===== src/rtl/brb_pkg.sv =====
`default_nettype none
// ----------------------------------------------------------------------------
// brb_pkg: shared definitions for the byte ring buffer
// Operation codes, default depth and the status record passed from the
// index controller to the output stage.
// ----------------------------------------------------------------------------
package brb_pkg;

    localparam int BRB_DEPTH = 256;

    localparam logic [1:0] OP_WRITE = 2'd0;
    localparam logic [1:0] OP_READ  = 2'd1;
    localparam logic [1:0] OP_CLEAR = 2'd2;

    typedef struct packed {
        logic       read_ok;
        logic [7:0] data_count;
        logic [7:0] space_count;
        logic [7:0] overflow_count;
    } brb_status_t;

endpackage
// ----------------------------------------------------------------------------
`default_nettype wire


===== src/rtl/brb_if.sv =====
`default_nettype none
// ----------------------------------------------------------------------------
// brb_if: request, response and configuration channels
// Valid/ready channels of the byte ring buffer.
// ----------------------------------------------------------------------------
interface brb_in_if;
    logic       valid;
    logic       ready;
    logic [1:0] operation;
    logic [7:0] write_data;
    logic       call_last;

    modport source (output valid, output operation, output write_data,
                    output call_last, input ready);
    modport sink   (input valid, input operation, input write_data,
                    input call_last, output ready);
endinterface

interface brb_out_if;
    logic       valid;
    logic       ready;
    logic [7:0] read_data;
    logic       read_ok;
    logic [7:0] data_count;
    logic [7:0] space_count;
    logic [7:0] overflow_count;

    modport source (output valid, output read_data, output read_ok,
                    output data_count, output space_count,
                    output overflow_count, input ready);
    modport sink   (input valid, input read_data, input read_ok,
                    input data_count, input space_count,
                    input overflow_count, output ready);
endinterface

interface brb_cfg_if;
    logic       valid;
    logic       ready;
    logic [8:0] size_in_use;

    modport source (output valid, output size_in_use, input ready);
    modport sink   (input valid, input size_in_use, output ready);
endinterface
// ----------------------------------------------------------------------------
`default_nettype wire


===== src/rtl/byte_ring_buffer.sv =====
`default_nettype none
// ----------------------------------------------------------------------------
// byte_ring_buffer: byte circular FIFO with overwrite on full
// Write, read or clear requests; one response per request.
// ----------------------------------------------------------------------------
// Usage: the buffer takes one request per clock and answers each with one
// response: acceptance updates the indices, accesses the byte memory (one
// write port, one registered read port) and fills the in-flight stage, which
// moves the result into the output register once that is free. A stalled
// output holds the request channel off only once the in-flight stage and the
// output register are both occupied. Capacity is size_in_use minus one bytes
// (size clamped to 2..DEPTH). A write into a full buffer drops the oldest
// byte; overwrites are counted per write call and latched into
// overflow_count at the write marked call_last if nonzero. Writing size_in_use
// empties the buffer like a clear; do so only while no request is in flight.
// The memory needs no clearing after reset, so requests are taken at once.
// ----------------------------------------------------------------------------
module byte_ring_buffer #(
    parameter int DEPTH = brb_pkg::BRB_DEPTH,
    localparam int AW   = (DEPTH > 1) ? $clog2(DEPTH) : 1
) (
    input wire logic  clk,
    input wire logic  rst_n,
    brb_in_if.sink    in_chan,
    brb_out_if.source out_chan,
    brb_cfg_if.sink   cfg_chan
);

    logic                 in_fire;
    logic                 out_free;
    logic                 mem_we, mem_re;
    logic [AW-1:0]        mem_waddr, mem_raddr;
    logic [7:0]           mem_wdata, mem_rdata;
    brb_pkg::brb_status_t status;

    // in-flight stage: waits for the memory read data
    logic                 stage_valid_reg, stage_valid_next;
    brb_pkg::brb_status_t stage_status_reg;

    // output register
    logic                 out_valid_reg, out_valid_next;
    logic [7:0]           out_rdata_reg;
    brb_pkg::brb_status_t out_status_reg;

    assign out_free       = !out_valid_reg || out_chan.ready;
    assign in_chan.ready  = !stage_valid_reg || out_free;
    assign in_fire        = in_chan.valid && in_chan.ready;
    assign cfg_chan.ready = 1'b1;

    brb_ctrl #(.DEPTH(DEPTH)) u_ctrl (
        .clk        (clk),
        .rst_n      (rst_n),
        .accept     (in_fire),
        .operation  (in_chan.operation),
        .write_data (in_chan.write_data),
        .call_last  (in_chan.call_last),
        .cfg_we     (cfg_chan.valid),
        .cfg_size   (cfg_chan.size_in_use),
        .mem_we     (mem_we),
        .mem_waddr  (mem_waddr),
        .mem_wdata  (mem_wdata),
        .mem_re     (mem_re),
        .mem_raddr  (mem_raddr),
        .status     (status)
    );

    brb_mem #(.DEPTH(DEPTH)) u_mem (
        .clk   (clk),
        .we    (mem_we),
        .waddr (mem_waddr),
        .wdata (mem_wdata),
        .re    (mem_re),
        .raddr (mem_raddr),
        .rdata (mem_rdata)
    );

    always_comb
    begin
        stage_valid_next = stage_valid_reg;
        out_valid_next   = out_valid_reg;
        if (out_chan.ready)
        begin
            out_valid_next = 1'b0;
        end
        if (stage_valid_reg && out_free)
        begin
            out_valid_next   = 1'b1;
            stage_valid_next = 1'b0;
        end
        if (in_fire)
        begin
            stage_valid_next = 1'b1;
        end
    end

    always_ff @(posedge clk or negedge rst_n)
    begin
        if (!rst_n)
        begin
            stage_valid_reg <= 1'b0;
            out_valid_reg   <= 1'b0;
        end
        else
        begin
            stage_valid_reg <= stage_valid_next;
            out_valid_reg   <= out_valid_next;
        end
    end

    // payload registers, no reset needed
    always_ff @(posedge clk)
    begin
        if (in_fire)
        begin
            stage_status_reg <= status;
        end
        if (stage_valid_reg && out_free)
        begin
            out_status_reg <= stage_status_reg;
            out_rdata_reg  <= stage_status_reg.read_ok ? mem_rdata : 8'd0;
        end
    end

    assign out_chan.valid          = out_valid_reg;
    assign out_chan.read_data      = out_rdata_reg;
    assign out_chan.read_ok        = out_status_reg.read_ok;
    assign out_chan.data_count     = out_status_reg.data_count;
    assign out_chan.space_count    = out_status_reg.space_count;
    assign out_chan.overflow_count = out_status_reg.overflow_count;

    // memory reads only on behalf of an accepted read request
    a_read_on_accept: assert property (
        @(posedge clk) disable iff (!rst_n)
        mem_re |-> in_fire
    ) else $error("memory read without accepted request");

    // an accepted request always occupies the stage next cycle
    a_stage_fill: assert property (
        @(posedge clk) disable iff (!rst_n)
        in_fire |=> stage_valid_reg
    ) else $error("accepted request lost from stage");

    // a blocked stage keeps its status
    a_stage_hold: assert property (
        @(posedge clk) disable iff (!rst_n)
        (stage_valid_reg && !out_free && !in_fire) |=>
            (stage_valid_reg && $stable(stage_status_reg))
    ) else $error("stalled stage changed");

endmodule
// ----------------------------------------------------------------------------
`default_nettype wire


===== src/rtl/brb_mem.sv =====
`default_nettype none
// ----------------------------------------------------------------------------
// brb_mem: byte storage
// One write port, one read port, registered read data.
// ----------------------------------------------------------------------------
module brb_mem #(
    parameter int DEPTH = brb_pkg::BRB_DEPTH,
    localparam int AW   = (DEPTH > 1) ? $clog2(DEPTH) : 1
) (
    input  wire logic          clk,
    input  wire logic          we,
    input  wire logic [AW-1:0] waddr,
    input  wire logic [7:0]    wdata,
    input  wire logic          re,
    input  wire logic [AW-1:0] raddr,
    output logic      [7:0]    rdata
);

    logic [7:0] mem [DEPTH];

    always_ff @(posedge clk)
    begin
        if (we)
        begin
            mem[waddr] <= wdata;
        end
    end

    always_ff @(posedge clk)
    begin
        if (re)
        begin
            rdata <= mem[raddr];
        end
    end

endmodule
// ----------------------------------------------------------------------------
`default_nettype wire


===== src/rtl/brb_ctrl.sv =====
`default_nettype none
// ----------------------------------------------------------------------------
// brb_ctrl: index and overflow controller
// Holds read/write indices, size and overwrite counters; drives the
// storage ports and computes the status of each accepted request.
// ----------------------------------------------------------------------------
module brb_ctrl #(
    parameter int DEPTH = brb_pkg::BRB_DEPTH,
    localparam int AW   = (DEPTH > 1) ? $clog2(DEPTH) : 1,
    localparam int NW   = AW + 1
) (
    input  wire logic               clk,
    input  wire logic               rst_n,
    input  wire logic               accept,
    input  wire logic [1:0]         operation,
    input  wire logic [7:0]         write_data,
    input  wire logic               call_last,
    input  wire logic               cfg_we,
    input  wire logic [8:0]         cfg_size,
    output logic                    mem_we,
    output logic      [AW-1:0]      mem_waddr,
    output logic      [7:0]         mem_wdata,
    output logic                    mem_re,
    output logic      [AW-1:0]      mem_raddr,
    output brb_pkg::brb_status_t    status
);

    function automatic logic [NW-1:0] clamp_size(input logic [8:0] v);
        logic [31:0] v32;
        v32 = 32'(v);
        if (v32 < 32'd2)
            v32 = 32'd2;
        else if (v32 > 32'(DEPTH))
            v32 = 32'(DEPTH);
        return v32[NW-1:0];
    endfunction

    function automatic logic [AW-1:0] bump(input logic [AW-1:0] idx,
                                           input logic [NW-1:0] s);
        logic [NW-1:0] n;
        n = NW'(idx) + NW'(1);
        return (n >= s) ? AW'(0) : n[AW-1:0];
    endfunction

    function automatic logic [7:0] sat8(input logic [NW-1:0] v);
        logic [31:0] v32;
        v32 = 32'(v);
        return (v32 > 32'd255) ? 8'hFF : v32[7:0];
    endfunction

    logic [NW-1:0] size_reg;
    logic [AW-1:0] widx_reg, widx_next;
    logic [AW-1:0] ridx_reg, ridx_next;
    logic [7:0]    ovf_reg, ovf_next;
    logic [7:0]    cnt_reg, cnt_next;

    logic [AW-1:0] wi, ri, w1;
    logic [7:0]    cnt_inc;
    logic          not_empty;
    logic [NW-1:0] held;

    // indices are always inside the size; guard kept for safety
    assign wi = (NW'(widx_reg) >= size_reg) ? AW'(0) : widx_reg;
    assign ri = (NW'(ridx_reg) >= size_reg) ? AW'(0) : ridx_reg;
    assign w1 = bump(wi, size_reg);
    assign not_empty = (ri != wi);
    assign cnt_inc = (cnt_reg == 8'hFF) ? cnt_reg : cnt_reg + 8'd1;

    always_comb
    begin
        widx_next = wi;
        ridx_next = ri;
        ovf_next  = ovf_reg;
        cnt_next  = cnt_reg;
        case (operation)
            brb_pkg::OP_WRITE:
            begin
                widx_next = w1;
                if (w1 == ri)
                begin
                    // full: drop oldest byte
                    ridx_next = bump(ri, size_reg);
                    cnt_next  = cnt_inc;
                end
                if (call_last)
                begin
                    if (cnt_next != 8'd0)
                    begin
                        ovf_next = cnt_next;
                    end
                    cnt_next = 8'd0;
                end
            end
            brb_pkg::OP_READ:
            begin
                if (not_empty)
                begin
                    ridx_next = bump(ri, size_reg);
                end
            end
            brb_pkg::OP_CLEAR:
            begin
                widx_next = '0;
                ridx_next = '0;
                ovf_next  = 8'd0;
                cnt_next  = 8'd0;
            end
            default:
            begin
                widx_next = wi;
            end
        endcase
    end

    assign held = (NW'(widx_next) >= NW'(ridx_next))
                ? NW'(widx_next) - NW'(ridx_next)
                : size_reg + NW'(widx_next) - NW'(ridx_next);

    always_comb
    begin
        status.read_ok        = (operation == brb_pkg::OP_READ) && not_empty;
        status.data_count     = sat8(held);
        status.space_count    = sat8(size_reg - NW'(1) - held);
        status.overflow_count = ovf_next;
    end

    assign mem_we    = accept && (operation == brb_pkg::OP_WRITE);
    assign mem_waddr = wi;
    assign mem_wdata = write_data;
    assign mem_re    = accept && (operation == brb_pkg::OP_READ) && not_empty;
    assign mem_raddr = ri;

    always_ff @(posedge clk or negedge rst_n)
    begin
        if (!rst_n)
        begin
            size_reg <= clamp_size(9'd256);
            widx_reg <= '0;
            ridx_reg <= '0;
            ovf_reg  <= 8'd0;
            cnt_reg  <= 8'd0;
        end
        else if (cfg_we)
        begin
            // new size restarts the buffer
            size_reg <= clamp_size(cfg_size);
            widx_reg <= '0;
            ridx_reg <= '0;
            ovf_reg  <= 8'd0;
            cnt_reg  <= 8'd0;
        end
        else if (accept)
        begin
            widx_reg <= widx_next;
            ridx_reg <= ridx_next;
            ovf_reg  <= ovf_next;
            cnt_reg  <= cnt_next;
        end
    end

endmodule
// ----------------------------------------------------------------------------
`default_nettype wire

===== src/flat_wrapper.sv =====
// flat-port wrapper written by rule: the top's interface ports become plain ports
module byte_ring_buffer_flat 
#(
    parameter int DEPTH = brb_pkg::BRB_DEPTH,
    localparam int AW   = (DEPTH > 1) ? $clog2(DEPTH) : 1
)
  (clk, rst_n, in_chan_valid, in_chan_operation, in_chan_write_data, in_chan_call_last, in_chan_ready, out_chan_valid, out_chan_read_data, out_chan_read_ok, out_chan_data_count, out_chan_space_count, out_chan_overflow_count, out_chan_ready, cfg_chan_valid, cfg_chan_size_in_use, cfg_chan_ready);
  brb_in_if in_chan_i ();
  brb_out_if out_chan_i ();
  brb_cfg_if cfg_chan_i ();
  input wire logic clk;
  input wire logic rst_n;
  input wire logic [$bits(in_chan_i.valid)-1:0] in_chan_valid;
  input wire logic [$bits(in_chan_i.operation)-1:0] in_chan_operation;
  input wire logic [$bits(in_chan_i.write_data)-1:0] in_chan_write_data;
  input wire logic [$bits(in_chan_i.call_last)-1:0] in_chan_call_last;
  output wire logic [$bits(in_chan_i.ready)-1:0] in_chan_ready;
  output wire logic [$bits(out_chan_i.valid)-1:0] out_chan_valid;
  output wire logic [$bits(out_chan_i.read_data)-1:0] out_chan_read_data;
  output wire logic [$bits(out_chan_i.read_ok)-1:0] out_chan_read_ok;
  output wire logic [$bits(out_chan_i.data_count)-1:0] out_chan_data_count;
  output wire logic [$bits(out_chan_i.space_count)-1:0] out_chan_space_count;
  output wire logic [$bits(out_chan_i.overflow_count)-1:0] out_chan_overflow_count;
  input wire logic [$bits(out_chan_i.ready)-1:0] out_chan_ready;
  input wire logic [$bits(cfg_chan_i.valid)-1:0] cfg_chan_valid;
  input wire logic [$bits(cfg_chan_i.size_in_use)-1:0] cfg_chan_size_in_use;
  output wire logic [$bits(cfg_chan_i.ready)-1:0] cfg_chan_ready;
  assign in_chan_i.valid = in_chan_valid;
  assign in_chan_i.operation = in_chan_operation;
  assign in_chan_i.write_data = in_chan_write_data;
  assign in_chan_i.call_last = in_chan_call_last;
  assign in_chan_ready = in_chan_i.ready;
  assign out_chan_valid = out_chan_i.valid;
  assign out_chan_read_data = out_chan_i.read_data;
  assign out_chan_read_ok = out_chan_i.read_ok;
  assign out_chan_data_count = out_chan_i.data_count;
  assign out_chan_space_count = out_chan_i.space_count;
  assign out_chan_overflow_count = out_chan_i.overflow_count;
  assign out_chan_i.ready = out_chan_ready;
  assign cfg_chan_i.valid = cfg_chan_valid;
  assign cfg_chan_i.size_in_use = cfg_chan_size_in_use;
  assign cfg_chan_ready = cfg_chan_i.ready;
  byte_ring_buffer #(.DEPTH(DEPTH)) u_core (.clk(clk), .rst_n(rst_n), .in_chan(in_chan_i), .out_chan(out_chan_i), .cfg_chan(cfg_chan_i));
endmodule

===== config.mk =====
export PLATFORM = sky130hd
export DESIGN_NAME = byte_ring_buffer_flat
export DESIGN_NICKNAME = d
export VERILOG_FILES = /design/src/rtl/brb_pkg.sv /design/src/rtl/brb_if.sv /design/src/rtl/byte_ring_buffer.sv /design/src/rtl/brb_mem.sv /design/src/rtl/brb_ctrl.sv /design/src/flat_wrapper.sv
export SDC_FILE = /design/constraint.sdc
export NUM_CORES = 2
export LEC_CHECK = 0
export ABC_AREA = 1
export ABC_CLOCK_PERIOD_IN_PS = 18400
export BUFFER_PORTS_ARGS = -buffer_cell sky130_fd_sc_hd__buf_2
export CAP_MARGIN = 20
export CORE_UTILIZATION = 65
export CTS_BUF_LIST = sky130_fd_sc_hd__clkbuf_16
export DETAILED_ROUTE_END_ITERATION = 12
export PLACE_DENSITY = 0.83
export SYNTH_ARGS = -nofsm -noshare
export SYNTH_HDL_FRONTEND = slang
export SYNTH_SLANG_ARGS = --single-unit

===== constraint.sdc =====
create_clock -name clk -period 18.4 [get_ports clk]
set_input_delay 0.92 -clock clk [delete_from_list [all_inputs] [get_ports clk]]
set_output_delay 0.92 -clock clk [all_outputs]
set_load 0.01 [all_outputs]

Yosys cells after proc, flatten, opt, wreduce, memory -nomap -nowiden
Memory sizes are Yosys's and may differ from the RTL's. A register that Yosys moved wholly into a read port is not among the register bits.
Cells that the tools add are included.
Storage, ports and cells
  register bits: 101
  RAM bits: 2048
  input port bits: 25
  output and inout bits: 36
  logic and storage cells: 89
  memories: 1
Cells by class
  add/sub/neg operators: 8
  order comparisons: 9
  equality and inequality tests: 5
  mux-type cells: 33
  reductions and logical operators: 17
Memories
  u_core.u_mem.mem: depth 256, bits a word 8, rd ports 1, clocked after memory_dff 1, wr ports 1, RTL line brb_mem.sv:19  | logic [7:0] mem [DEPTH];
Operator list (count)
  $mux 8: 20
  $pmux 8 s2: 3
  $mux 9: 3
  $pmux 8 s3: 1
  $add 8x1->9 const B: 2
  $ge 8x9->1: 2
  $ge 9x9->1: 2
  $gt 9x8->1 const B: 2
  $add 9x8->9: 1
  $gt 9x9->1 const B: 1
  $lt 9x2->1 const B: 1
  $sub 8x8->9: 1
  $sub 9x1->9 const B: 1
  $sub 9x8->9: 1
  $sub 9x9->9: 1
  $add 8x1->8 const B: 1
  $eq 8x8->1: 1
  $eq 8x8->1 const B: 1
  $ge 8x8->1: 1
  $ne 8x8->1: 1
  $reduce_bool 8->1: 1
  $logic_and 1x1->1: 6
  $mux 1: 6
  $reduce_bool 2->1: 3
  7 further kinds: 9

Longest topological paths before layout
  depth in word-level cells: 14
  depth in mapped cells: 59
  mapped depth without buffers: 58

Hierarchy
From an unflattened synthesis, not the netlist that was laid out.
Unflattened totals
  cell total of the unflattened synthesis: 7868
  area total of the unflattened synthesis: 90747.0 um^2
By module, submodules not included
  brb_mem: instances 1, cells each 7003, area each 83476.3 um^2, seq. area each 61739.2 um^2
  brb_ctrl: instances 1, cells each 776, area each 5362.6 um^2, seq. area each 1027.2 um^2
  byte_ring_buffer: instances 1, cells each 89, area each 1908.1 um^2, seq. area each 1791.7 um^2

Worst setup path before layout
No wires, ideal clock.
  path kind: reg2reg
  from: register u_core.u_ctrl.size_reg[2]
  to: register u_core.stage_status_reg[15] (netlist name) (data pin)
  arrival time: 7.303 ns
  required time: 18.145 ns
  setup slack: 10.842 ns
  stages on the path, launching flop included: 44
  buffers on the path: 5
  clock period less this slack: 7.558 ns
  cell sequence: dfrtp_1 inv_1 ha_1 a21oi_1 o21ai_0 nand2_1 nand4_4 nor2_1 clkbuf_1 clkbuf_1 clkbuf_1 clkbuf_1 clkbuf_1 ha_1 nand3_1 nor3_1 xor2_1 ha_1 (+8 left out) ha_1 inv_1 ha_1 inv_1 fa_1 o21ai_0 a21oi_1 o21ai_0 xor2_1 nand2_1 o21ai_0 ha_1 inv_1 o21ai_0 a21oi_1 nand3_1 nand2_2 nand2_1
Between the ends
  cells in the longest elaborated chain, start to end: 12
  elaborated cells on any way between the ends: 24
  those cells by class: 7 x add/sub; 6 x order compare; 2 x eq/ne; 9 x mux
Ends and longest elaborated chain
  start: declaration: RTL line brb_ctrl.sv:51  | logic [NW-1:0] size_reg;
  start signal: assignment: RTL line brb_ctrl.sv:137  | size_reg <= clamp_size(9'd256);
  start signal: assignment: RTL line brb_ctrl.sv:146  | size_reg <= clamp_size(cfg_size);
  branches (longest 10 deep; another with $ge 8x9->1)
  $sub 9x9->9 (*): RTL line brb_ctrl.sv:123  | status.space_count = sat8(size_reg - NW'(1) - held);
  $gt 9x8->1: RTL line brb_ctrl.sv:48  | return (v32 > 32'd255) ? 8'hFF : v32[7:0];
  end signal: assignment: RTL line byte_ring_buffer.sv:115  | stage_status_reg <= status;
  end: declaration: RTL line byte_ring_buffer.sv:38  | brb_pkg::brb_status_t stage_status_reg;
Every way passes the cells marked *.
A chain may end at the register's enable or synchronous reset.

Final worst setup path
  from: register u_core.u_ctrl.size_reg[7]
  to: register u_core.stage_status_reg[8] (netlist name) (data pin)
The elaborated chain is that of the path after synthesis.

==> results_tabular.tex <==
\begin{tabular}{lr}
\hline
Metric & Value \\
\hline
\multicolumn{2}{l}{\textbf{Status}} \\
Status & complete, no violations \\
\multicolumn{2}{l}{\textbf{Route}} \\
Number of iterations in the first detailed-routing pass & 7 \\
Detailed-route DRC error count & 0 \\
Vias after detailed routing & between 50000 and 60000 \\
Antenna-violating nets left & 0 \\
Vias per std cell & 6.84 \\
Final wirelength & 228000 um \\
Average routed wire per standard cell & 26.6 um \\
Iteration-0 DRC count of the detailed router & 9644 \\
\multicolumn{2}{l}{\textbf{Final layout}} \\
Net total in the final layout & between 6000 and 7000 \\
Leading cell type in the layout, fill and taps excluded & edfxtp\_1 \\
Count of fill cells added during filler insertion & 8244 \\
Final cell area excluding filler cells & 96800 um2 \\
Proportion of layout cells with a drive suffix above 1 & 6.87\% \\
Layout area overhead & 8.86\% \\
Commonest cells after routing, fill and taps aside & 2114 x edfxtp\_1, 1594 x nor2\_1, 552 x o21ai\_0 \\
Largest register FFs & between 2000 and 2500 \\
\multicolumn{2}{l}{\textbf{GRT}} \\
Met3 demand-to-capacity share in global routing & 6.76\% \\
Gr busiest metal & met2 \\
Overall track demand over capacity in global routing & 32.9\% \\
Met1 demand-to-capacity share in global routing & between 40\% and 50\% \\
Largest net degree at the start of global routing & 228 \\
Global-route wire length before repair & 341000 um \\
Number of antenna violations at the first check in global routing & 2 \\
Number of global-route vias before repair & 56172 \\
Routing usage on met2 & 50.9\% \\
Congestion Overflow GR & 0 \\
\multicolumn{2}{l}{\textbf{CTS}} \\
H-tree depth & 4 \\
Clock transition time at the flip-flop clock pins of the worst setup and hold paths & 0.06 ns \\
Number of buffers between clock root and the deepest sink & 3 \\
Post-CTS repair timing setup buffer count & 0 \\
Sink Count & 2157 \\
Clk\_lat worst skew & between 0.8 and 0.9 ns \\
Clock tree from TritonCTS & built \\
Cell at the root of the clock tree & clkbuf\_16 \\
Count of hold-fix buffers inserted at cts & 0 \\
CTS buffer count & 200 \\
Post-cts repair resize count & 0 \\
\multicolumn{2}{l}{\textbf{Logic synthesis}} \\
Largest cells by area after synthesis & edfxtp\_1 71\%, nor2\_1 6.7\%, o21ai\_0 3.1\% \\
Share of the synthesized area in the top cell type & 71.4\% \\
Synth warn & 0 \\
Syn\_nets & 6891 \\
Most common flop cell mapped by yosys & edfxtp\_1 \\
FF+latch count, synth & 2157 \\
Area leader, netlist & edfxtp\_1 \\
Seq/Total Area, Yosys & between 70\% and 80\% \\
Synth async-reset ratio & 1.99\% \\
Netlist area before placement & between 80000 and 90000 um2 \\
EDFF count, synth & roughly 2100 \\
Count of unique library cells instantiated by Yosys & 53 \\
Cells after Synth & 6796 \\
Post-synthesis average cell area & 13.1 um2 \\
\multicolumn{2}{l}{\textbf{Critical path}} \\
Worst setup SP type & flop \\
Crit-path max FO & 19 \\
Type of destination of the critical path & flop \\
Maximum cell stage delay along the critical path & 0.45 ns \\
Required time at the worst-slack endpoint & 18.96 ns \\
Startpoint-to-endpoint class of the critical path & reg2reg \\
Arrival time worst endpoint & roughly 10 ns \\
CP most frequent cell & nand2\_1 \\
Slowest CP cell & fa\_1 \\
\multicolumn{2}{l}{\textbf{Power}} \\
Worst IR drop on VDD & around 0.076 mV \\
Leakage power & 31.4 nW \\
Power per unit of standard cell area & 103 nW/um2 \\
\multicolumn{2}{l}{\textbf{Placement}} \\
Total cell area at the placement stage & 90400 um2 \\
Total half-perimeter wirelength after legalization and detailed placement & about 130000 um \\
Final weighted congestion of routability-driven global placement & 0.949 \\
Port Buf Inserts & 59 \\
\multicolumn{2}{l}{\textbf{STA}} \\
Time the final worst path needs with I/O delays and setup & 9.20 ns \\
Max-slew violation total from the final report & 0 \\
Measured slew at the worst slew-check pin & 1.25 ns \\
Achievable clock frequency & 109 MHz \\
Clock Skews & roughly 0.057 ns \\
Sum of negative setup slack & 0 ns \\
Final critical-path share of the clock period & 50.0\% \\
Hold Fails Final Rpt & 0 \\
Unrepaired setup endpoints after global routing & no \\
Setup Viol. Count Final & 0 \\
Headroom to the max-slew limit & roughly 17\% \\
\multicolumn{2}{l}{\textbf{Floorplanning}} \\
Standard cell core area & 136000 um2 \\
Width of the chip & $\sim$370 um \\
Effective utilization at floorplan & about two thirds \\
DIE AREA & 138000 um2 \\
Vertical die dimension & 372 um \\
Top-level I/O count & 61 \\
FP Rows & 135 \\
\multicolumn{2}{l}{\textbf{Hold path}} \\
Worst Hold Class & in2async \\
\multicolumn{2}{l}{\textbf{Run}} \\
Max-cap violation count & 0 \\
\hline
\end{tabular}
power breakdown:
group	total, mW	internal [mW]	leakage, nW	switching (mW)
sequential	5.44	5.43	19.6	0.0108
combinational	0.504	0.138	8.50	0.367
clock	4.02	2.21	3.28	1.81
through the flow:
stage,util (%),hold slack [ns],total power [mW],setup WS (ns),cells
2_1_floorplan,-,0.400,5.84,10.84,6796
3_3_place_gp,66.6,0.400,6.02,9.52,8211
3_5_place_dp,66.6,0.405,6.03,9.35,8212
4_1_cts,71.3,0.160,9.95,9.26,8580
5_1_grt,71.3,0.223,10.2,8.52,8581
6_report,71.3,0.193,9.96,9.20,8582
critical path: cells and delay by family, from the launching register on:
| family | cells | cell delay, ns |
|---|---|---|
| simple gates | 24 | 2.93 |
| fa+ha+maj | 7 | 2.35 |
| compound gates | 8 | 1.57 |
| buf+inv | 10 | 1.43 |
| flops | 1 | 0.38 |
| xor+xnor | 2 | 0.27 |
layout make-up:
class                      instances  area, um2  share of cell area, %
multi-input combinational       3986      22000                   22.7
antenna                            1       2.50                0.00259
clock inverter                   168       1360                   1.41
sequential                      2157      64600                   66.7
tap                             1781       2230                   2.30
clock buffer                     200       5000                   5.17
timing repair buffer             133       1040                   1.08
inverter                         156        599                  0.619
cell usage after synthesis (31+ instances only):
library cell / n
edfxtp_1: 2114
o211ai_1: 264
clkbuf_1: 459
o22ai_1: 31
o32ai_1: 256
o311ai_0: 256
dfrtp_1: 42
nand3_1: 317
o21bai_1: 258
ha_1: 63
inv_1: 147
a21oi_1: 31
nand2_1: 234
nor2_1: 1597
o21ai_0: 552
buf_1: 33
per-layer routing:
metal / share of wire (%) / vias up
li1: - / 25310
met1: 36 / 28593
met2: 47 / 4205
met3: 12 / 614
met4: 4.9 / 2
met5: 0.0057 / -
kinds of logic (layout without fill, tap and decap cells):
group | after synthesis | after routing | synth area share (%)
other | 1 | 2 | 0.00422
DFF | 2157 | 2157 | 72.6
AOI/OAI and AO/OA | 1670 | 1670 | 13.1
adders and majority gates | 70 | 70 | 1.04
and+or+nand+nor | 2212 | 2212 | 10.1
buffers and inverters | 653 | 657 | 2.78
xor gates and xnor gates | 33 | 33 | 0.334
path summary, 6_finish.rpt:
| check | slack (ns) | endpoint | depth (start not counted) | from |
|---|---|---|---|---|
| max | 9.20 | u_core.stage_status_reg[8] | 51 | u_core.u_ctrl.size_reg[7] |
| min | 0.19 | u_core.u_ctrl.size_reg[5] | 2 | rst_n |
| max reg2reg | 9.20 | u_core.stage_status_reg[8] | 51 | u_core.u_ctrl.size_reg[7] |
| min reg2reg | 0.42 | u_core.out_chan.overflow_count[3] | 0 | u_core.stage_status_reg[3] |
| max in group asynchronous | 17.75 | u_core.u_ctrl.widx_reg[2] | 2 | rst_n |
| min in group clk | 0.36 | u_core.u_ctrl.size_reg[6] | 3 | cfg_chan_size_in_use[6] |
Note: power is estimated with default switching activity, not from simulation.
